`src/rtl/first_fit_hole_allocator_core_macros.svh`:
```
// Assertion macros for the first-fit hole allocator.
// Checks compile away when SYNTH is defined.
`ifndef FIRST_FIT_HOLE_ALLOCATOR_CORE_MACROS_SVH
`define FIRST_FIT_HOLE_ALLOCATOR_CORE_MACROS_SVH

`ifndef SYNTH
// Same-cycle implication, disabled during reset
`define FFHA_ASSERT_NOW(label, clk, rst_n, ante, cons) \
	label: assert property (@(posedge clk) disable iff (!rst_n) (ante) |-> (cons)) \
		else $error("ffha assertion failed");
// Next-cycle implication, disabled during reset
`define FFHA_ASSERT_NEXT(label, clk, rst_n, ante, cons) \
	label: assert property (@(posedge clk) disable iff (!rst_n) (ante) |=> (cons)) \
		else $error("ffha assertion failed");
`else
`define FFHA_ASSERT_NOW(label, clk, rst_n, ante, cons)
`define FFHA_ASSERT_NEXT(label, clk, rst_n, ante, cons)
`endif

`endif

```
`src/rtl/ffha_pkg.sv`:
```
package ffha_pkg;

	// Fixed field widths of the stream payload
	localparam int FIELD_IDX_W  = 4;
	localparam int FIELD_SIZE_W = 16;
	localparam int COUNT_W      = 5;
	localparam int TDATA_W      = 24;

	// Request kinds carried on s_tuser
	localparam logic CMD_LOAD  = 1'b0;
	localparam logic CMD_ALLOC = 1'b1;

	// Control sequencer states
	typedef enum logic [2:0] {
		ST_IDLE = 3'b001,
		ST_SCAN = 3'b010,
		ST_DONE = 3'b100
	} state_t;

endpackage

```
`src/rtl/ffha_ram.sv`:
```
module ffha_ram #(
	parameter int WIDTH = 16,
	parameter int DEPTH = 16
) (
	input  logic                     clk,
	input  logic                     we,
	input  logic [$clog2(DEPTH)-1:0] waddr,
	input  logic [WIDTH-1:0]         wdata,
	input  logic                     re,
	input  logic [$clog2(DEPTH)-1:0] raddr,
	output logic [WIDTH-1:0]         rdata
);

	logic [WIDTH-1:0] mem [DEPTH];

	// Write port
	always_ff @(posedge clk) begin
		if (we) begin
			mem[waddr] <= wdata;
		end
	end

	// Registered read port
	always_ff @(posedge clk) begin
		if (re) begin
			rdata <= mem[raddr];
		end
	end

endmodule

```
`src/rtl/first_fit_hole_allocator_core.sv`:
```
// First-fit hole allocator. A load request (s_tuser low) writes one hole's size into
// the hole RAM; an allocate request (s_tuser high) scans holes from index zero up to
// min(hole_count, MAX_HOLES)-1 and takes the first whose remaining size covers the
// request, subtracts the request and reports the hole and its new size, or reports
// not found and leaves all holes unchanged. Every request gives exactly one result.
// A load passes from acceptance through ST_DONE back to ST_IDLE; an allocate with
// holes in use first passes through ST_SCAN, which examines the holes in turn (at
// most MAX_HOLES) since the single read port of the hole RAM delivers one hole per
// cycle. Results wait in an output register, so a new request is taken while the
// last result is unread. Holes never loaded read back undefined sizes.
`include "first_fit_hole_allocator_core_macros.svh"

module first_fit_hole_allocator_core #(
	parameter int MAX_HOLES = 16,
	parameter int SIZE_BITS = 16
) (
	input  logic                          clk,
	input  logic                          arst_n,
	// Hole count register
	input  logic                          cfg_we,
	input  logic [ffha_pkg::COUNT_W-1:0]  cfg_wdata,
	// Requests
	input  logic                          s_tvalid,
	output logic                          s_tready,
	input  logic [ffha_pkg::TDATA_W-1:0]  s_tdata,  // hole_index[3:0], size[19:4], zero pad
	input  logic                          s_tuser,  // cmd
	// Results
	output logic                          m_tvalid,
	input  logic                          m_tready,
	output logic [ffha_pkg::TDATA_W-1:0]  m_tdata,  // hole_number[3:0], remaining[19:4], zero pad
	output logic                          m_tuser   // found
);

	import ffha_pkg::*;

	localparam int IDX_W = $clog2(MAX_HOLES);
	localparam int CNT_W = $clog2(MAX_HOLES + 1);

	state_t                  state_q;
	logic [COUNT_W-1:0]      hole_count_q;
	logic [IDX_W-1:0]        chk_ptr_q;
	logic [SIZE_BITS-1:0]    req_q;
	logic                    res_found_q;
	logic [FIELD_IDX_W-1:0]  res_idx_q;
	logic [FIELD_SIZE_W-1:0] res_rem_q;
	logic                    m_valid_q;
	logic                    m_found_q;
	logic [FIELD_IDX_W-1:0]  m_idx_q;
	logic [FIELD_SIZE_W-1:0] m_rem_q;

	logic [FIELD_IDX_W-1:0]  in_idx;
	logic [FIELD_SIZE_W-1:0] in_size;
	logic [SIZE_BITS-1:0]    in_sz;
	logic                    in_acc;
	logic                    load_ok;
	logic [CNT_W-1:0]        limit;
	logic [CNT_W-1:0]        next_cnt;
	logic                    fit;
	logic                    last_hole;
	logic                    out_free;

	logic                    ram_we;
	logic [IDX_W-1:0]        ram_waddr;
	logic [SIZE_BITS-1:0]    ram_wdata;
	logic                    ram_re;
	logic [IDX_W-1:0]        ram_raddr;
	logic [SIZE_BITS-1:0]    ram_rdata;

	// Unpack the request and derive scan bounds
	assign in_idx    = s_tdata[FIELD_IDX_W-1:0];
	assign in_size   = s_tdata[FIELD_IDX_W+FIELD_SIZE_W-1:FIELD_IDX_W];
	assign in_sz     = SIZE_BITS'(in_size);
	assign s_tready  = (state_q == ST_IDLE);
	assign in_acc    = s_tvalid && s_tready;
	assign load_ok   = (32'(in_idx) < MAX_HOLES);
	assign limit     = (32'(hole_count_q) > MAX_HOLES) ? CNT_W'(MAX_HOLES)
	                                                   : CNT_W'(hole_count_q);
	assign next_cnt  = CNT_W'(chk_ptr_q) + CNT_W'(1);
	assign fit       = (req_q <= ram_rdata);
	assign last_hole = (next_cnt == limit);
	assign out_free  = !m_valid_q || m_tready;

	// Hole RAM access: load writes at acceptance, allocate writes back on a fit
	always_comb begin
		ram_we    = 1'b0;
		ram_waddr = IDX_W'(in_idx);
		ram_wdata = in_sz;
		ram_re    = 1'b0;
		ram_raddr = '0;
		if (state_q == ST_IDLE) begin
			ram_we = in_acc && (s_tuser == CMD_LOAD) && load_ok;
			ram_re = in_acc && (s_tuser == CMD_ALLOC);
		end else if (state_q == ST_SCAN) begin
			ram_we    = fit;
			ram_waddr = chk_ptr_q;
			ram_wdata = ram_rdata - req_q;
			ram_re    = !fit && !last_hole;
			ram_raddr = IDX_W'(next_cnt);
		end
	end

	ffha_ram #(
		.WIDTH (SIZE_BITS),
		.DEPTH (MAX_HOLES)
	) u_hole_ram (
		.clk   (clk),
		.we    (ram_we),
		.waddr (ram_waddr),
		.wdata (ram_wdata),
		.re    (ram_re),
		.raddr (ram_raddr),
		.rdata (ram_rdata)
	);

	// Hold the hole count register
	always_ff @(posedge clk or negedge arst_n) begin
		if (!arst_n) begin
			hole_count_q <= '0;
		end else if (cfg_we) begin
			hole_count_q <= cfg_wdata;
		end
	end

	// Sequence: accept, scan one hole per cycle (allocates with holes in use only), hand the result over
	always_ff @(posedge clk or negedge arst_n) begin
		if (!arst_n) begin
			state_q <= ST_IDLE;
		end else begin
			unique case (state_q)
				ST_IDLE: begin
					if (in_acc) begin
						if (s_tuser == CMD_ALLOC && limit != '0) begin
							state_q <= ST_SCAN;
						end else begin
							state_q <= ST_DONE;
						end
					end
				end
				ST_SCAN: begin
					if (fit || last_hole) begin
						state_q <= ST_DONE;
					end
				end
				ST_DONE: begin
					if (out_free) begin
						state_q <= ST_IDLE;
					end
				end
				default: state_q <= ST_IDLE;
			endcase
		end
	end

	// Capture the request and build the pending result
	always_ff @(posedge clk) begin
		if (state_q == ST_IDLE && in_acc) begin
			req_q     <= in_sz;
			chk_ptr_q <= '0;
			if (s_tuser == CMD_LOAD) begin
				res_found_q <= load_ok;
				res_idx_q   <= in_idx;
				res_rem_q   <= load_ok ? FIELD_SIZE_W'(in_sz) : '0;
			end else begin
				res_found_q <= 1'b0;
				res_idx_q   <= '0;
				res_rem_q   <= '0;
			end
		end else if (state_q == ST_SCAN) begin
			if (fit) begin
				res_found_q <= 1'b1;
				res_idx_q   <= FIELD_IDX_W'(chk_ptr_q);
				res_rem_q   <= FIELD_SIZE_W'(ram_rdata - req_q);
			end else begin
				chk_ptr_q <= IDX_W'(next_cnt);
			end
		end
	end

	// Output register valid
	always_ff @(posedge clk or negedge arst_n) begin
		if (!arst_n) begin
			m_valid_q <= 1'b0;
		end else if (state_q == ST_DONE && out_free) begin
			m_valid_q <= 1'b1;
		end else if (m_tready) begin
			m_valid_q <= 1'b0;
		end
	end

	// Output register payload
	always_ff @(posedge clk) begin
		if (state_q == ST_DONE && out_free) begin
			m_found_q <= res_found_q;
			m_idx_q   <= res_idx_q;
			m_rem_q   <= res_rem_q;
		end
	end

	assign m_tvalid = m_valid_q;
	assign m_tuser  = m_found_q;
	assign m_tdata  = {(TDATA_W-FIELD_IDX_W-FIELD_SIZE_W)'(0), m_rem_q, m_idx_q};

	// Scan pointer stays inside the holes in use
	`FFHA_ASSERT_NOW(a_scan_in_range, clk, arst_n, state_q == ST_SCAN, next_cnt <= limit)
	// A write-back during the scan ends it
	`FFHA_ASSERT_NEXT(a_fit_ends_scan, clk, arst_n, state_q == ST_SCAN && ram_we, state_q == ST_DONE)
	// A finished result lands in the output register
	`FFHA_ASSERT_NEXT(a_result_lands, clk, arst_n, state_q == ST_DONE && out_free, m_tvalid)

endmodule

```
`config.mk`:
```
export PLATFORM = sky130hd
export DESIGN_NAME = first_fit_hole_allocator_core
export DESIGN_NICKNAME = d
export VERILOG_FILES = /design/src/rtl/ffha_pkg.sv /design/src/rtl/ffha_ram.sv /design/src/rtl/first_fit_hole_allocator_core.sv
export VERILOG_INCLUDE_DIRS = /design/src /design/src/rtl
export SDC_FILE = /design/constraint.sdc
export NUM_CORES = 1
export LEC_CHECK = 0
export BUFFER_PORTS_ARGS = -buffer_cell sky130_fd_sc_hd__buf_2
export CORE_MARGIN = 1.5
export CORE_UTILIZATION = 39
export DETAILED_ROUTE_END_ITERATION = 10
export GPL_ROUTABILITY_DRIVEN = 0
export PLACE_DENSITY = 0.63
export SKIP_LAST_GASP = 1
export SLEW_MARGIN = 0
export SYNTH_ARGS = -nofsm -noshare
export SYNTH_HDL_FRONTEND = slang
export SYNTH_SLANG_ARGS = --single-unit
```
`constraint.sdc`:
```
create_clock -name clk -period 3.1 [get_ports clk]
set_clock_uncertainty 0.05 [all_clocks]
set_input_delay 0.31 -clock clk [delete_from_list [all_inputs] [get_ports clk]]
set_output_delay 0.31 -clock clk [all_outputs]
set_load 0.05 [all_outputs]
```
==> Yosys cells after proc, flatten, opt, wreduce, memory -nomap -nowiden <==
Memories as Yosys holds them, arrays and structs flattened. A register that Yosys moved wholly into a read port is not among the register bits.
Index checks and enable logic that the tools add are counted.
W data, S select, Z words.
{ "classes": {"n_lt_le_gt_ge": 2, "n_mux": 32, "n_eq_ne": 7, "addsub": 2, "n_bitwise": 2, "reduce_logical": 19} }
{ "op_table": {"columns": ["op", "n"], "rows": [
  ["$mux W16", 6],
  ["$mux W4", 8],
  ["$le A16 B16 Y1", 1],
  ["$sub A16 B16 Y16", 1],
  ["$mux W1", 12],
  ["$mux W3", 4],
  ["$pmux W3 S3", 1],
  ["$logic_and A1 B1 Y1", 7],
  ["$reduce_bool A2 Y1", 3],
  ["$add A4 B1 Y5 const B", 1],
  ["$eq A5 B5 Y1", 1],
  ["$gt A5 B5 Y1 const B", 1],
  ["$mux W5", 1],
  ["$reduce_bool A5 Y1", 1],
  ["$ne A2 B1 Y1 const B", 2],
  ["$reduce_and A2 Y1", 2],
  ["$eq A3 B1 Y1 const B", 1],
  ["$eq A3 B2 Y1 const B", 1],
  ["$eq A3 B3 Y1 const B", 1],
  ["$logic_not A1 Y1", 3],
  ["$reduce_and A3 Y1", 1],
  ["$logic_or A1 B1 Y1", 2],
  ["$ne A2 B2 Y1 const B", 1],
  ["$not A1 Y1", 2]
]} }
{ "word_totals": {"ff_bits": 71, "input_bits": 35, "wordCells": 76, "mem_count": 1, "ram_bits": 256} }
{ "mem_list": {"columns": ["memory", "words", "width", "read_ports", "rd_clocked_by_memory_dff", "wr", "line", "rtl"], "rows": [
  ["u_hole_ram.mem", 16, 16, 1, 1, 1, "ffha_ram.sv:14", "logic [WIDTH-1:0] mem [DEPTH];"]
]} }

==> Depth between registers and ports, before layout <==
Gate-level depths: netlist of the first run.
{ "logic_depth": {"word_depth": 7, "depth_mapped": 11, "ltp_nobuf": 10} }

==> Modules after synthesis <==
Synthesis of the first run repeated with hierarchy kept, for this count alone.
{ "unflattened": {"cells_unflattened": 814, "hier_area_um2": 14223.6} }
{ "modules_own_cells": {"columns": ["mod", "area_each_um2", "cells_each", "instances"], "rows": [
  ["ffha_ram", 10203.5, 432, 1],
  ["first_fit_hole_allocator_core", 4020.1, 382, 1]
]} }

==> Worst setup path after synthesis of the first run <==
No wires, ideal clock.
{ "synth_timing": {"path_kind": "reg2reg", "from": "register u_hole_ram.rdata[11] (read register of u_hole_ram.mem)", "to": "memory u_hole_ram.mem[4][0], enable pin", "setup_slack_ps": -275, "arrival_time_ps": 2915, "stages_incl_launch_ff": 9, "setup_time_ps": 409, "path_cell_list": "edfxtp_1 > ha_1 > nand4_1 > or3_1 > o22ai_2 > or3_4 > a21oi_4 > buf_6 > nor3_1"} }
{ "synth_between": {"elab_chain_cells": 5} }
{ "synth_lines": {"columns": ["element", "line", "rtl"], "rows": [
  ["start: declaration", "ffha_ram.sv:11", "output logic [WIDTH-1:0] rdata"],
  ["$le A16 B16 Y1", "first_fit_hole_allocator_core.sv:79", "assign fit = (req_q <= ram_rdata);"],
  ["$mux W1", "first_fit_hole_allocator_core.sv:93", "end else if (state_q == ST_SCAN) begin"],
  ["$mux W1", "first_fit_hole_allocator_core.sv:90", "if (state_q == ST_IDLE) begin"],
  ["$mux W1", "ffha_ram.sv:18", "if (we) begin"],
  ["$mux W1 (implied by the code)", "ffha_ram.sv:19", "mem[waddr] <= wdata;"],
  ["end: declaration", "ffha_ram.sv:14", null]
]} }
Every way passes these cells.

==> Worst setup path in the final report of the first run <==
{ "layout_timing": {"from": "register u_hole_ram.rdata[4] (read register of u_hole_ram.mem)", "to": "memory u_hole_ram.mem[1][8], enable pin"} }
The elaborated chain is that of the path after synthesis.

==> impl_table.tex, run 1 <==
\begin{tabular}{lr}
\hline
Metric & Value \\
\hline
\multicolumn{2}{l}{\textbf{Run status}} \\
\quad Status & finished, final reports clean \\
\multicolumn{2}{l}{\textbf{Timing}} \\
\quad Unrepaired setup endpoints after global routing & true \\
\quad Portion of the clock cycle consumed by the worst path in the final layout & slightly below 100\% \\
\quad Aggregate negative setup slack & 0 ps \\
\quad Final-report max-slew violation count & 0 \\
\quad Worst slew margin relative to its limit & under 10\% \\
\quad Number of hold violations in the final report & 0 \\
\quad Final setup violation count & 0 \\
\quad Post-layout minimum cycle time & $\sim$3000 ps \\
\quad Worst-Margin Slew & approximately 1400 ps \\
\quad Max frequency & 0.329 GHz \\
\multicolumn{2}{l}{\textbf{Critical path}} \\
\quad Largest fanout on the critical path & 16 \\
\quad Data arrival, critical path & approximately 3100 ps \\
\quad Critical Path Start & u\_hole\_ram.rdata[4]\$\_DFFE\_PP\_ \\
\quad Depth of the most critical reg-to-reg path & 8 \\
\quad Worst setup SP type & flip-flop \\
\quad Startpoint of the lowest-slack register-to-register path & u\_hole\_ram.rdata[4]\$\_DFFE\_PP\_ \\
\quad Reg-to-reg slack, setup & approximately 62 ps \\
\quad Class of the most critical setup path & reg2reg \\
\quad Req. time, crit path & $\sim$3200 ps \\
\quad Critical path capture point type & flip-flop \\
\multicolumn{2}{l}{\textbf{Hold path}} \\
\quad Path type of the worst min-delay path & in2reg \\
\quad Number of cells on the worst hold path & 3 \\
\quad Worst min-delay path startpoint & m\_tready \\
\multicolumn{2}{l}{\textbf{Detailed routing}} \\
\quad Average vias per placed instance & 5.35 \\
\quad Average wire per cell in the routed design & 19.5 um \\
\quad Detailed Route Iter0 Violations & 672 \\
\quad Number of remaining DRC errors & 0 \\
\quad Remaining antenna violation count after routing & 0 \\
\quad Routed wire length & 33100 um \\
\quad Vias & $\sim$9100 \\
\quad Drt pass-1 iters & 5 \\
\multicolumn{2}{l}{\textbf{Floorplanning}} \\
\quad I/O pin total & 62 \\
\quad Die Width & between 150 and 200 um \\
\quad Row Count & 70 \\
\quad Core Region & 36900 um\^{}2 \\
\quad Effective utilization at floorplan & between 30\% and 40\% \\
\quad Die Footprint & approximately 39000 um\^{}2 \\
\quad Overall die height & around 200 um \\
\multicolumn{2}{l}{\textbf{Finish}} \\
\quad Most common library cell in the layout ignoring fill and taps & sky130\_fd\_sc\_hd\_\_edfxtp\_1 \\
\quad Layout net count & 1223 \\
\quad Area taken by multi-input logic gates & roughly 4200 um\^{}2 \\
\quad Layout overhead on the synthesized area & 21.9\% \\
\quad Antenna cells & 0 \\
\quad Commonest non-fill, non-tap cells in the layout & 330 x sky130\_fd\_sc\_hd\_\_edfxtp\_1, 78 x sky130\_fd\_sc\_hd\_\_a21oi\_1, 75 x sky130\_fd\_sc\_hd\_\_buf\_4 \\
\quad Filler cell count in the final layout & 3140 \\
\quad Share of final-layout standard cells stronger than drive strength 1 & between 20 and 25\% \\
\quad Storage element area & a little over 10000 um\^{}2 \\
\quad Final Util & 48.6\% \\
\multicolumn{2}{l}{\textbf{Clock network}} \\
\quad Worst-case clock buffer depth & 3 \\
\quad Clk pin slew, worst setup/hold paths & approximately 60 ps \\
\quad Number of H-tree branching levels & 2 \\
\quad CTS tree & done \\
\quad Clock root cell & sky130\_fd\_sc\_hd\_\_clkbuf\_16 \\
\quad Sink Count & between 300 and 400 \\
\quad Number of buffers inserted during clock tree synthesis & 36 \\
\quad Clock latency of the later-clocked register in the worst-skew pair & approximately 540 ps \\
\multicolumn{2}{l}{\textbf{Logic synthesis}} \\
\quad Number of distinct library cell variants in the gate-level netlist after synthesis & 63 \\
\quad Post-synthesis sequential area ratio & a little over two thirds \\
\quad Total standard cell area after synthesis & $\sim$15000 um\^{}2 \\
\quad Register bit total from synthesis & $\sim$340 \\
\quad Main flop type after synthesis & sky130\_fd\_sc\_hd\_\_edfxtp\_1 \\
\quad Yosys warning total & 0 \\
\quad Average instance area after synthesis & $\sim$14 um\^{}2 \\
\quad Share of synthesized registers carrying an async set or reset & under 10\% \\
\quad Gate count after technology mapping & 1019 \\
\quad Number of synthesized flops with an enable pin & 330 \\
\multicolumn{2}{l}{\textbf{Power and ir drop}} \\
\quad Power Density & 780 nW/um\^{}2 \\
\quad Worst supply voltage drop on vdd & between 0.4 and 0.5 mV \\
\quad Leakage power figure & about 0.0062 uW \\
\multicolumn{2}{l}{\textbf{Global routing}} \\
\quad Overall overflow remaining after global route & 0 \\
\quad Number of global-route vias before repair & roughly 8900 \\
\quad Maximum number of pins on one net before global-route repair & 50 \\
\quad Global Route Usage Sum & approximately 17\% \\
\quad Initial antenna violation count & 0 \\
\quad Global-route wire length before repair & 50800 um \\
\multicolumn{2}{l}{\textbf{Placement}} \\
\quad IO Port Bufs & 53 \\
\quad Detailed Place HPWL & between 20000 and 25000 um \\
\multicolumn{2}{l}{\textbf{Flow run}} \\
\quad Max-Cap Viols & 0 \\
\hline
\end{tabular}
-- cells by family after synthesis --
| group | after synthesis | share of synthesized area, % |
|---|---|---|
| buffers and inverters | 92 | 2.72 |
| AO/OA/AOI/OAI | 253 | 10.3 |
| adder cells (fa/ha/maj) | 18 | 1.58 |
| AND/OR/NAND/NOR | 208 | 7.24 |
| other | 1 | 0.0255 |
| XOR/XNOR | 18 | 1.12 |
| flip-flops | 343 | 69.5 |
| multiplexers | 86 | 7.52 |
-- power by group --
part	total (uW)	switching, uW	leakage (uW)	internal (uW)
Clock	4390	1760	0.000596	2620
Combinational	3730	2370	0.00246	1360
Sequential	5860	123	0.00313	5740
Total	14000	4260	0.00619	9720
-- worst paths after layout --
kind | to
setup / recovery | u_hole_ram.mem[1][8]$_DFFE_PP_
hold reg to reg | m_rem_q[9]$_DFFE_PP_
max in group asynchronous | state_q[0]$_DFFE_PN1P_
min in group asynchronous | state_q[1]$_DFFE_PN0P_
setup reg to reg | u_hole_ram.mem[1][8]$_DFFE_PP_
hold / removal | m_tvalid$_DFFE_PN0P_
-- worst max-delay path, cell delays in order (launching register included) --
cell and delay, ps:
sky130_fd_sc_hd__edfxtp_1 380, sky130_fd_sc_hd__ha_1 320, sky130_fd_sc_hd__nand4_1 150, sky130_fd_sc_hd__or3_1 410, sky130_fd_sc_hd__o22ai_2 210, sky130_fd_sc_hd__or3_4 190, sky130_fd_sc_hd__a21oi_4 90, sky130_fd_sc_hd__buf_4 160
sky130_fd_sc_hd__nor3_4 700
-- flip-flops by register name, summed over array words and instances (netlist names) --
register,count
req_q,16
m_rem_q,16
res_rem_q,16
m_tuser,1
res_idx_q,4
res_found_q,1
m_tvalid,1
u_hole_ram.rdata,16
state_q,3
m_idx_q,4
hole_count_q,5
u_hole_ram.mem,256
chk_ptr_q,4
-- Yosys cell counts (7+ instances only) --
cell	n	share of area [%]
sky130_fd_sc_hd__a21oi_1	78	2.7
sky130_fd_sc_hd__o211ai_1	34	1.7
sky130_fd_sc_hd__mux4_2	16	2.5
sky130_fd_sc_hd__mux2i_1	35	2.4
sky130_fd_sc_hd__nand4_1	9	0.38
sky130_fd_sc_hd__nor2_1	30	0.77
sky130_fd_sc_hd__o21ai_0	61	2.1
sky130_fd_sc_hd__dfrtp_1	8	1.4
sky130_fd_sc_hd__or3_1	18	0.77
sky130_fd_sc_hd__edfxtp_1	330	67
sky130_fd_sc_hd__nand3_1	19	0.65
sky130_fd_sc_hd__clkbuf_1	42	1.1
sky130_fd_sc_hd__inv_1	24	0.61
sky130_fd_sc_hd__nand2_1	68	1.7
sky130_fd_sc_hd__nor3_1	22	0.75
sky130_fd_sc_hd__mux2_2	35	2.7
sky130_fd_sc_hd__xnor2_1	12	0.72
sky130_fd_sc_hd__o21ai_1	16	0.54
sky130_fd_sc_hd__a21o_1	7	0.36
sky130_fd_sc_hd__buf_2	14	0.48
sky130_fd_sc_hd__nand3b_1	16	0.82
sky130_fd_sc_hd__o22ai_1	18	0.77
sky130_fd_sc_hd__a31oi_1	12	0.51
sky130_fd_sc_hd__ha_1	17	1.4
-- layout make-up --
type | instances | area share (%)
Multi-Input combinational cell | 587 | 23.6
Clock buffer | 42 | 5.27
Sequential cell | 343 | 57.0
Inverter | 27 | 0.565
Clock inverter | 22 | 1.47
Tap cell | 504 | 3.52
Timing Repair Buffer | 175 | 8.57
-- stage by stage --
| step | setup WS [ps] | total power (uW) | hold slack [ps] | area [um^2] | instances |
|---|---|---|---|---|---|
| final | 62.4 | 14000 | 30.9 | 17900 | 1700 |
| after global routing | -71.3 | 14600 | 54.0 | 17900 | 1700 |
| after CTS | 19.5 | 14000 | 8.45 | 17800 | 1689 |
| after detailed placement | -108 | 9550 | 117 | 16300 | 1602 |
| after global placement | -80.2 | 9490 | 114 | 16300 | 1602 |
| after floorplan | -275 | 8330 | -35.6 | 14700 | 1022 |
-- timing repair --
action / in CTS / in global routing
gates resized for setup: 4 / 8
buffers inserted: 0 / 8
pin swaps: 1 / 4
cloned: 0 / 3
endpoints found under the setup margin: 42 / 246
hold endpoints to repair: 31 / 0
hold buffers: 23 / 0
-- routing by layer --
metal	GRT usage (%)	wire (um)	vias to the layer above
li1	-	-	4254
met1	24.9	15100	4484
met2	26.8	15300	316
met3	2.71	2130	43
met4	4.95	597	0
met5	0	0	-
Note: power is estimated with default switching activity, not from simulation.
==> run 2, diff against run 1 <==
==> constraint.sdc (replaced) <==
create_clock -name clk -period 3.1 [get_ports clk]
set_clock_uncertainty 0.05 [all_clocks]
set_input_delay 0.775 -clock clk [delete_from_list [all_inputs] [get_ports clk]]
set_output_delay 0.775 -clock clk [all_outputs]
set_load 0.05 [all_outputs]
==> run 2 against run 1 <==
Net effect:
- sequential power about the same
- largest cell class unchanged
- wire length down 4.2%
- clock power up 1%
- critical path type unchanged
- first-iteration DRC count up 23%
==> impl_table.tex, run 2 (same netlist as run 1, synthesis figures left out) <==
\begin{tabular}{lr}
\hline
Metric & Value \\
\hline
\multicolumn{2}{l}{\textbf{Timing}} \\
\quad Portion of the clock cycle consumed by the worst path in the final layout & 93.8\% (was 98.0\%) \\
\quad Worst-Margin Slew & 1280 ps (was 1360 ps) \\
\quad Unrepaired setup endpoints after global routing & false (was true) \\
\quad Worst slew margin relative to its limit & 13.9\% (was 8.79\%) \\
\quad Final setup margin & 192 ps (was 62.4 ps) \\
\quad Aggregate negative setup slack & 0 ps (unchanged) \\
\quad Post-layout minimum cycle time & 2910 ps (was 3040 ps) \\
\quad Final-report max-slew violation count & 0 (unchanged) \\
\quad Number of hold violations in the final report & 0 (unchanged) \\
\quad Final setup violation count & 0 (unchanged) \\
\quad Max frequency & 0.344 GHz (was 0.329 GHz) \\
\multicolumn{2}{l}{\textbf{Detailed routing}} \\
\quad Highest layer used for signal routing & met4 (unchanged) \\
\quad Number of remaining DRC errors & 0 (unchanged) \\
\quad Average vias per placed instance & 5.34 (was 5.35) \\
\quad Remaining antenna violation count after routing & 0 (unchanged) \\
\quad Average wire per cell in the routed design & 19.1 um (was 19.5 um) \\
\quad Detailed Route Iter0 Violations & 825 (was 672) \\
\quad Vias & 8866 (was 9097) \\
\quad Routed wire length & 31700 um (was 33100 um) \\
\quad Drt pass-1 iters & 7 (was 5) \\
\quad Detailed-routing wirelength on met1 & 14900 um (was 15100 um) \\
\quad Wire length on met3 & 1900 um (was 2130 um) \\
\quad Wire length on met2 & 14100 um (was 15300 um) \\
\multicolumn{2}{l}{\textbf{Critical path}} \\
\quad Critical path capture point type & flip-flop (unchanged) \\
\quad Class of the most critical setup path & reg2reg (unchanged) \\
\quad Data arrival, critical path & 3130 ps (was 3140 ps) \\
\quad Worst setup SP type & flip-flop (unchanged) \\
\quad Req. time, crit path & 3320 ps (was 3210 ps) \\
\quad Largest fanout on the critical path & 8 (was 16) \\
\multicolumn{2}{l}{\textbf{Power and ir drop}} \\
\quad Leakage power figure & 0.00598 uW (was 0.00619 uW) \\
\quad Worst supply voltage drop on vdd & 0.372 mV (was 0.494 mV) \\
\quad Power Density & 792 nW/um\^{}2 (was 780 nW/um\^{}2) \\
\multicolumn{2}{l}{\textbf{Flow run}} \\
\quad Max-Cap Viols & 0 (unchanged) \\
\multicolumn{2}{l}{\textbf{Hold path}} \\
\quad Path type of the worst min-delay path & in2async (was in2reg) \\
\multicolumn{2}{l}{\textbf{Global routing}} \\
\quad Global Route Usage Sum & 16.4\% (was 17.2\%) \\
\quad Initial antenna violation count & 0 (unchanged) \\
\quad Overall overflow remaining after global route & 0 (unchanged) \\
\quad Number of global-route vias before repair & 8548 (was 8872) \\
\quad Maximum number of pins on one net before global-route repair & 69 (was 50) \\
\quad Global-route wire length before repair & 48900 um (was 50800 um) \\
\multicolumn{2}{l}{\textbf{Floorplanning}} \\
\quad I/O pin total & 62 (unchanged) \\
\quad Row Count & 70 (unchanged) \\
\quad Overall die height & 197 um (unchanged) \\
\quad Die Width & 197 um (unchanged) \\
\quad Die Footprint & 38900 um\^{}2 (unchanged) \\
\quad Effective utilization at floorplan & 39.9\% (unchanged) \\
\quad Core Region & 36900 um\^{}2 (unchanged) \\
\multicolumn{2}{l}{\textbf{Finish}} \\
\quad Storage element area & 10200 um\^{}2 (unchanged) \\
\quad Most common library cell in the layout ignoring fill and taps & sky130\_fd\_sc\_hd\_\_edfxtp\_1 (unchanged) \\
\quad Layout overhead on the synthesized area & 19.5\% (was 21.9\%) \\
\quad Area taken by multi-input logic gates & 4210 um\^{}2 (was 4230 um\^{}2) \\
\quad Share of final-layout standard cells stronger than drive strength 1 & 23.7\% (was 24.3\%) \\
\quad Filler cell count in the final layout & 3168 (was 3140) \\
\quad Non-filler cells, final & 1661 (was 1700) \\
\quad Antenna cells & 0 (unchanged) \\
\quad Commonest non-fill, non-tap cells in the layout & 330 x sky130\_fd\_sc\_hd\_\_edfxtp\_1, 78 x sky130\_fd\_sc\_hd\_\_a21oi\_1, 68 x sky130\_fd\_sc\_hd\_\_nand2\_1 (was 330 x sky130\_fd\_sc\_hd\_\_edfxtp\_1, 78 x sky130\_fd\_sc\_hd\_\_a21oi\_1, 75 x sky130\_fd\_sc\_hd\_\_buf\_4) \\
\quad Largest Register & u\_hole\_ram.mem (unchanged) \\
\quad Layout net count & 1185 (was 1223) \\
\quad Number of flip-flops in the largest register & 256 (unchanged) \\
\quad Post-route design area & 17600 um\^{}2 (was 17900 um\^{}2) \\
\multicolumn{2}{l}{\textbf{Clock network}} \\
\quad Sink Count & 343 (unchanged) \\
\quad Worst-case clock buffer depth & 3 (unchanged) \\
\quad Number of H-tree branching levels & 2 (unchanged) \\
\quad Number of buffers inserted during clock tree synthesis & 35 (was 36) \\
\quad Clock latency of the later-clocked register in the worst-skew pair & 520 ps (was 540 ps) \\
\quad Clk pin slew, worst setup/hold paths & 60 ps (about the same) \\
\quad Clock root cell & sky130\_fd\_sc\_hd\_\_clkbuf\_16 (unchanged) \\
\quad CTS tree & done (unchanged) \\
\multicolumn{2}{l}{\textbf{Placement}} \\
\quad Post-place setup slack & 61.8 ps (was -108 ps) \\
\quad Detailed Place HPWL & 20400 um (was 21700 um) \\
\quad IO Port Bufs & 53 (unchanged) \\
\quad Total cell area at the placement stage & 16300 um\^{}2 (unchanged) \\
\quad Cell count after placement & 1597 (was 1602) \\
\multicolumn{2}{l}{\textbf{Run status}} \\
\quad Status & finished, final reports clean (unchanged) \\
\hline
\end{tabular}
==> run 2: path summary, 6_finish.rpt <==
kind,depth (start not counted),from,slack [ps],endpoint
min,1,arst_n,50,hole_count_q[1]$_DFFE_PN0P_
min reg2reg,0,res_rem_q[7]$_DFFE_PP_,370,m_rem_q[7]$_DFFE_PP_
max in group asynchronous,1,arst_n,2710,state_q[0]$_DFFE_PN1P_
max,12,u_hole_ram.rdata[0]$_DFFE_PP_,190,u_hole_ram.mem[9][0]$_DFFE_PP_
max reg2reg,12,u_hole_ram.rdata[0]$_DFFE_PP_,190,u_hole_ram.mem[9][0]$_DFFE_PP_
min in group clk,0,res_rem_q[7]$_DFFE_PP_,370,m_rem_q[7]$_DFFE_PP_
==> run 2: power breakdown <==
group          total [uW]  internal, uW  switching [uW]
Clock                4440          2710            1730
Combinational        3630          1310            2320
Sequential           5850          5740             111
Total               13900          9760            4160
==> run 2: what timing repair did <==
action | CTS | global route
setup buffers | 0 | 1
hold buffers | 0 | 0
resized for setup | 0 | 2
endpoints found under the setup margin | 0 | 263
==> run 2: cell type report <==
class / instances / share of cell area [%]
Multi-Input combinational cell: 587 / 24.0
Clock buffer: 41 / 5.24
Sequential cell: 343 / 58.2
Timing Repair Buffer: 138 / 6.81
Tap cell: 504 / 3.59
Clock inverter: 21 / 1.67
Inverter: 27 / 0.577
==> run 2: per-layer routing <==
layer / GRT usage, % / up-vias
met2: 25.5 / 270
met5: 0 / -
li1: - / 4172
met1: 23.7 / 4361
met3: 2.63 / 63
met4: 5.15 / 0
==> run 2: per-stage QoR <==
step / hold slack [ps] / utilization [%] / power [uW]
4_1_cts: 38.1 / 47.5 / 14000
3_5_place_dp: 355 / 44.2 / 9530
6_report: 49.0 / 47.6 / 13900
5_1_grt: 49.4 / 47.6 / 14600
2_1_floorplan: 350 / - / 8330
3_3_place_gp: 351 / 44.2 / 9480
==> run 2: critical path, cell delays in order (launching register included) <==
cell                       delay (ps)
sky130_fd_sc_hd__edfxtp_1         350
sky130_fd_sc_hd__inv_1             70
sky130_fd_sc_hd__ha_1             150
sky130_fd_sc_hd__inv_1             50
sky130_fd_sc_hd__fa_2             340
sky130_fd_sc_hd__a21o_1           200
sky130_fd_sc_hd__a211oi_2         210
sky130_fd_sc_hd__o22ai_2          120
sky130_fd_sc_hd__or3_4            400
sky130_fd_sc_hd__a21oi_4          250
sky130_fd_sc_hd__buf_12           180
sky130_fd_sc_hd__nor3_2            70
sky130_fd_sc_hd__buf_4            210
==> run 3, diff against run 2 <==
==> constraint.sdc (replaced) <==
create_clock -name clk -period 2.5 [get_ports clk]
set_clock_uncertainty 0.05 [all_clocks]
set_input_delay 0.625 -clock clk [delete_from_list [all_inputs] [get_ports clk]]
set_output_delay 0.625 -clock clk [all_outputs]
set_load 0.05 [all_outputs]
==> run 3 against run 2 <==
Net effect:
- the run now ends with negative setup slack left
- core utilization increased by 2.9 points
- clock-buffer cell count is 1 lower
- worst hold slack better by 210 ps
- via count is 6.1% higher
- final cell count up 5.8%
- cell area up 6.1%
- critical path type unchanged
- largest cell class unchanged
- largest power group unchanged
==> impl_table.tex, run 3 (same netlist as run 1, synthesis figures left out) <==
\begin{tabular}{lr}
\hline
Metric & Value \\
\hline
\multicolumn{2}{l}{\textbf{Run status}} \\
\quad Status & finished with violations (was finished, final reports clean) \\
\quad Failing checks & negative setup slack \\
\multicolumn{2}{l}{\textbf{Critical path}} \\
\quad Startpoint of the lowest-slack register-to-register path & u\_hole\_ram.rdata[0]\$\_DFFE\_PP\_ (unchanged) \\
\quad Largest fanout on the critical path & 8 (unchanged) \\
\quad Critical Path Start & u\_hole\_ram.rdata[0]\$\_DFFE\_PP\_ (unchanged) \\
\quad Worst path slowest cell & sky130\_fd\_sc\_hd\_\_or3\_4 (unchanged) \\
\quad Worst setup SP type & flip-flop (unchanged) \\
\quad Critical path capture point type & flip-flop (unchanged) \\
\quad Cells along the critical path & inv\_2, ha\_4, inv\_2, fa\_2, a21o\_1, a211oi\_2, o22ai\_2, or3\_4, a21oi\_4, buf\_12, buf\_12, nor3\_4, clkbuf\_16 (was inv\_1, ha\_1, inv\_1, fa\_2, a21o\_1, a211oi\_2, o22ai\_2, or3\_4, a21oi\_4, buf\_12, nor3\_2, buf\_4) \\
\quad Req. time, crit path & 2730 ps (was 3320 ps) \\
\quad Class of the most critical setup path & reg2reg (unchanged) \\
\quad Data arrival, critical path & 3190 ps (was 3130 ps) \\
\quad Largest stage delay on the critical path & 400 ps (about the same) \\
\multicolumn{2}{l}{\textbf{Global routing}} \\
\quad Global-route wire length before repair & 55000 um (was 48900 um) \\
\quad Number of global-route vias before repair & 9076 (was 8548) \\
\quad Overall overflow remaining after global route & 0 (unchanged) \\
\quad Initial antenna violation count & 0 (unchanged) \\
\quad Maximum number of pins on one net before global-route repair & 67 (was 69) \\
\quad Global Route Usage Sum & 19.0\% (was 16.4\%) \\
\multicolumn{2}{l}{\textbf{Finish}} \\
\quad Layout overhead on the synthesized area & 26.9\% (was 19.5\%) \\
\quad Filler cell count in the final layout & 3039 (was 3168) \\
\quad Area taken by multi-input logic gates & 4330 um\^{}2 (was 4210 um\^{}2) \\
\quad Largest Register & u\_hole\_ram.mem (unchanged) \\
\quad Storage element area & 10200 um\^{}2 (unchanged) \\
\quad Layout net count & 1278 (was 1185) \\
\quad Final Util & 50.6\% (was 47.6\%) \\
\quad Share of final-layout standard cells stronger than drive strength 1 & 30.0\% (was 23.7\%) \\
\quad Number of flip-flops in the largest register & 256 (unchanged) \\
\quad Most common library cell in the layout ignoring fill and taps & sky130\_fd\_sc\_hd\_\_edfxtp\_1 (unchanged) \\
\quad Commonest non-fill, non-tap cells in the layout & 330 x sky130\_fd\_sc\_hd\_\_edfxtp\_1, 127 x sky130\_fd\_sc\_hd\_\_buf\_4, 78 x sky130\_fd\_sc\_hd\_\_a21oi\_1 (was 330 x sky130\_fd\_sc\_hd\_\_edfxtp\_1, 78 x sky130\_fd\_sc\_hd\_\_a21oi\_1, 68 x sky130\_fd\_sc\_hd\_\_nand2\_1) \\
\multicolumn{2}{l}{\textbf{Clock network}} \\
\quad Worst-case clock buffer depth & 3 (unchanged) \\
\quad CTS tree & done (unchanged) \\
\quad Clk pin slew, worst setup/hold paths & 60 ps (about the same) \\
\quad Sink Count & 343 (unchanged) \\
\quad Clock latency of the later-clocked register in the worst-skew pair & 520 ps (about the same) \\
\quad Clock root cell & sky130\_fd\_sc\_hd\_\_clkbuf\_16 (unchanged) \\
\quad Number of buffers inserted during clock tree synthesis & 37 (was 35) \\
\quad Number of H-tree branching levels & 2 (unchanged) \\
\multicolumn{2}{l}{\textbf{Detailed routing}} \\
\quad Routed wire length & 37000 um (was 31700 um) \\
\quad Vias & 9407 (was 8866) \\
\quad Remaining antenna violation count after routing & 0 (unchanged) \\
\quad Detailed Route Iter0 Violations & 998 (was 825) \\
\quad Drt pass-1 iters & 8 (was 7) \\
\quad Average wire per cell in the routed design & 21.1 um (was 19.1 um) \\
\quad Number of remaining DRC errors & 0 (unchanged) \\
\quad Average vias per placed instance & 5.35 (was 5.34) \\
\multicolumn{2}{l}{\textbf{Timing}} \\
\quad Final-report max-slew violation count & 0 (unchanged) \\
\quad Unrepaired setup endpoints after global routing & true (was false) \\
\quad Number of hold violations in the final report & 0 (unchanged) \\
\quad Worst slew margin relative to its limit & 42.6\% (was 13.9\%) \\
\quad Post-route worst hold slack & 263 ps (was 49.0 ps) \\
\quad Final setup margin & -459 ps (was 192 ps) \\
\quad Post-layout minimum cycle time & 2960 ps (was 2910 ps) \\
\quad Max frequency & 0.338 GHz (was 0.344 GHz) \\
\quad Final setup violation count & 480 (was 0) \\
\quad Portion of the clock cycle consumed by the worst path in the final layout & 118\% (was 93.8\%) \\
\quad Worst-Margin Slew & 852 ps (was 1280 ps) \\
\quad Aggregate negative setup slack & -137320 ps (was 0 ps) \\
\multicolumn{2}{l}{\textbf{Hold path}} \\
\quad Worst min-delay path startpoint & s\_tdata[7] \\
\quad Path type of the worst min-delay path & in2reg (was in2async) \\
\multicolumn{2}{l}{\textbf{Power and ir drop}} \\
\quad Power Density & 969 nW/um\^{}2 (was 792 nW/um\^{}2) \\
\quad Overall power & 18100 uW (was 13900 uW) \\
\quad Worst supply voltage drop on vdd & 0.491 mV (was 0.372 mV) \\
\quad Leakage power figure & 0.00665 uW (was 0.00598 uW) \\
\multicolumn{2}{l}{\textbf{Placement}} \\
\quad IO Port Bufs & 53 (unchanged) \\
\quad Post-place setup slack & -637 ps (was 61.8 ps) \\
\quad Detailed Place HPWL & 24100 um (was 20400 um) \\
\multicolumn{2}{l}{\textbf{Floorplanning}} \\
\quad Row Count & 70 (unchanged) \\
\quad I/O pin total & 62 (unchanged) \\
\quad Die Footprint & 38900 um\^{}2 (unchanged) \\
\quad Core Region & 36900 um\^{}2 (unchanged) \\
\quad Effective utilization at floorplan & 39.9\% (unchanged) \\
\quad Die Width & 197 um (unchanged) \\
\quad Overall die height & 197 um (unchanged) \\
\multicolumn{2}{l}{\textbf{Flow run}} \\
\quad Max-Cap Viols & 0 (unchanged) \\
\hline
\end{tabular}
==> run 3: through the flow <==
| stage | instances | area (um^2) |
|---|---|---|
| floorplan | 1022 | 14900 |
| CTS | 1750 | 18500 |
| global route | 1757 | 18600 |
| finish | 1758 | 18600 |
| global placement | 1663 | 17000 |
| detailed placement | 1663 | 17000 |
==> run 3: path summary, 6_finish.rpt <==
check | to | slack [ps] | cells after the start
min reg2reg | m_rem_q[11]$_DFFE_PP_ | 370 | 0
min | req_q[3]$_DFFE_PP_ | 260 | 1
max | u_hole_ram.mem[10][14]$_DFFE_PP_ | -460 | 13
min in group asynchronous | m_tvalid$_DFFE_PN0P_ | 450 | 2
max reg2reg | u_hole_ram.mem[10][14]$_DFFE_PP_ | -460 | 13
max in group asynchronous | state_q[0]$_DFFE_PN1P_ | 1710 | 2
==> run 3: repair_timing <==
action,4_1_cts,5_1_grt
setup buffers,17,9
gates cloned,2,2
hold buffers,1,0
endpoints found under the hold margin,8,0
endpoints found under the setup margin,491,515
pin swaps,12,10
gates resized for setup,8,9
==> run 3: power by group <==
part | switching, uW | internal (uW) | leakage [uW]
logic | 3220 | 2190 | 0.00292
registers | 151 | 7110 | 0.00313
clock network | 2200 | 3190 | 0.000594
total | 5570 | 12500 | 0.00665
==> run 3: area by class of cell <==
| cell class | instances | area share, % |
|---|---|---|
| Tap cell | 504 | 3.38 |
| Inverter | 27 | 0.544 |
| Antenna cell | 1 | 0.0134 |
| Sequential cell | 343 | 54.8 |
| Multi-Input combinational cell | 587 | 23.2 |
| Clock buffer | 40 | 5.14 |
| Clock inverter | 27 | 1.31 |
| Timing Repair Buffer | 229 | 11.6 |
==> run 3: metal layers <==
layer	GRT usage, %	up-vias	share of wire (%)
li1	-	4366	-
met1	26.5	4579	44
met2	29.7	386	46
met3	2.25	76	5.8
met4	9.19	0	4.8
met5	0	-	0
==> run 3: worst max-delay path: cells and delay by family (launching register included) <==
kind                       cells  cell delay (ps)
buffers and inverters          5              570
adders and majority gates      2              460
and+or+nand+nor                2              460
AOI/OAI and AO/OA              4              780
DFF                            1              370
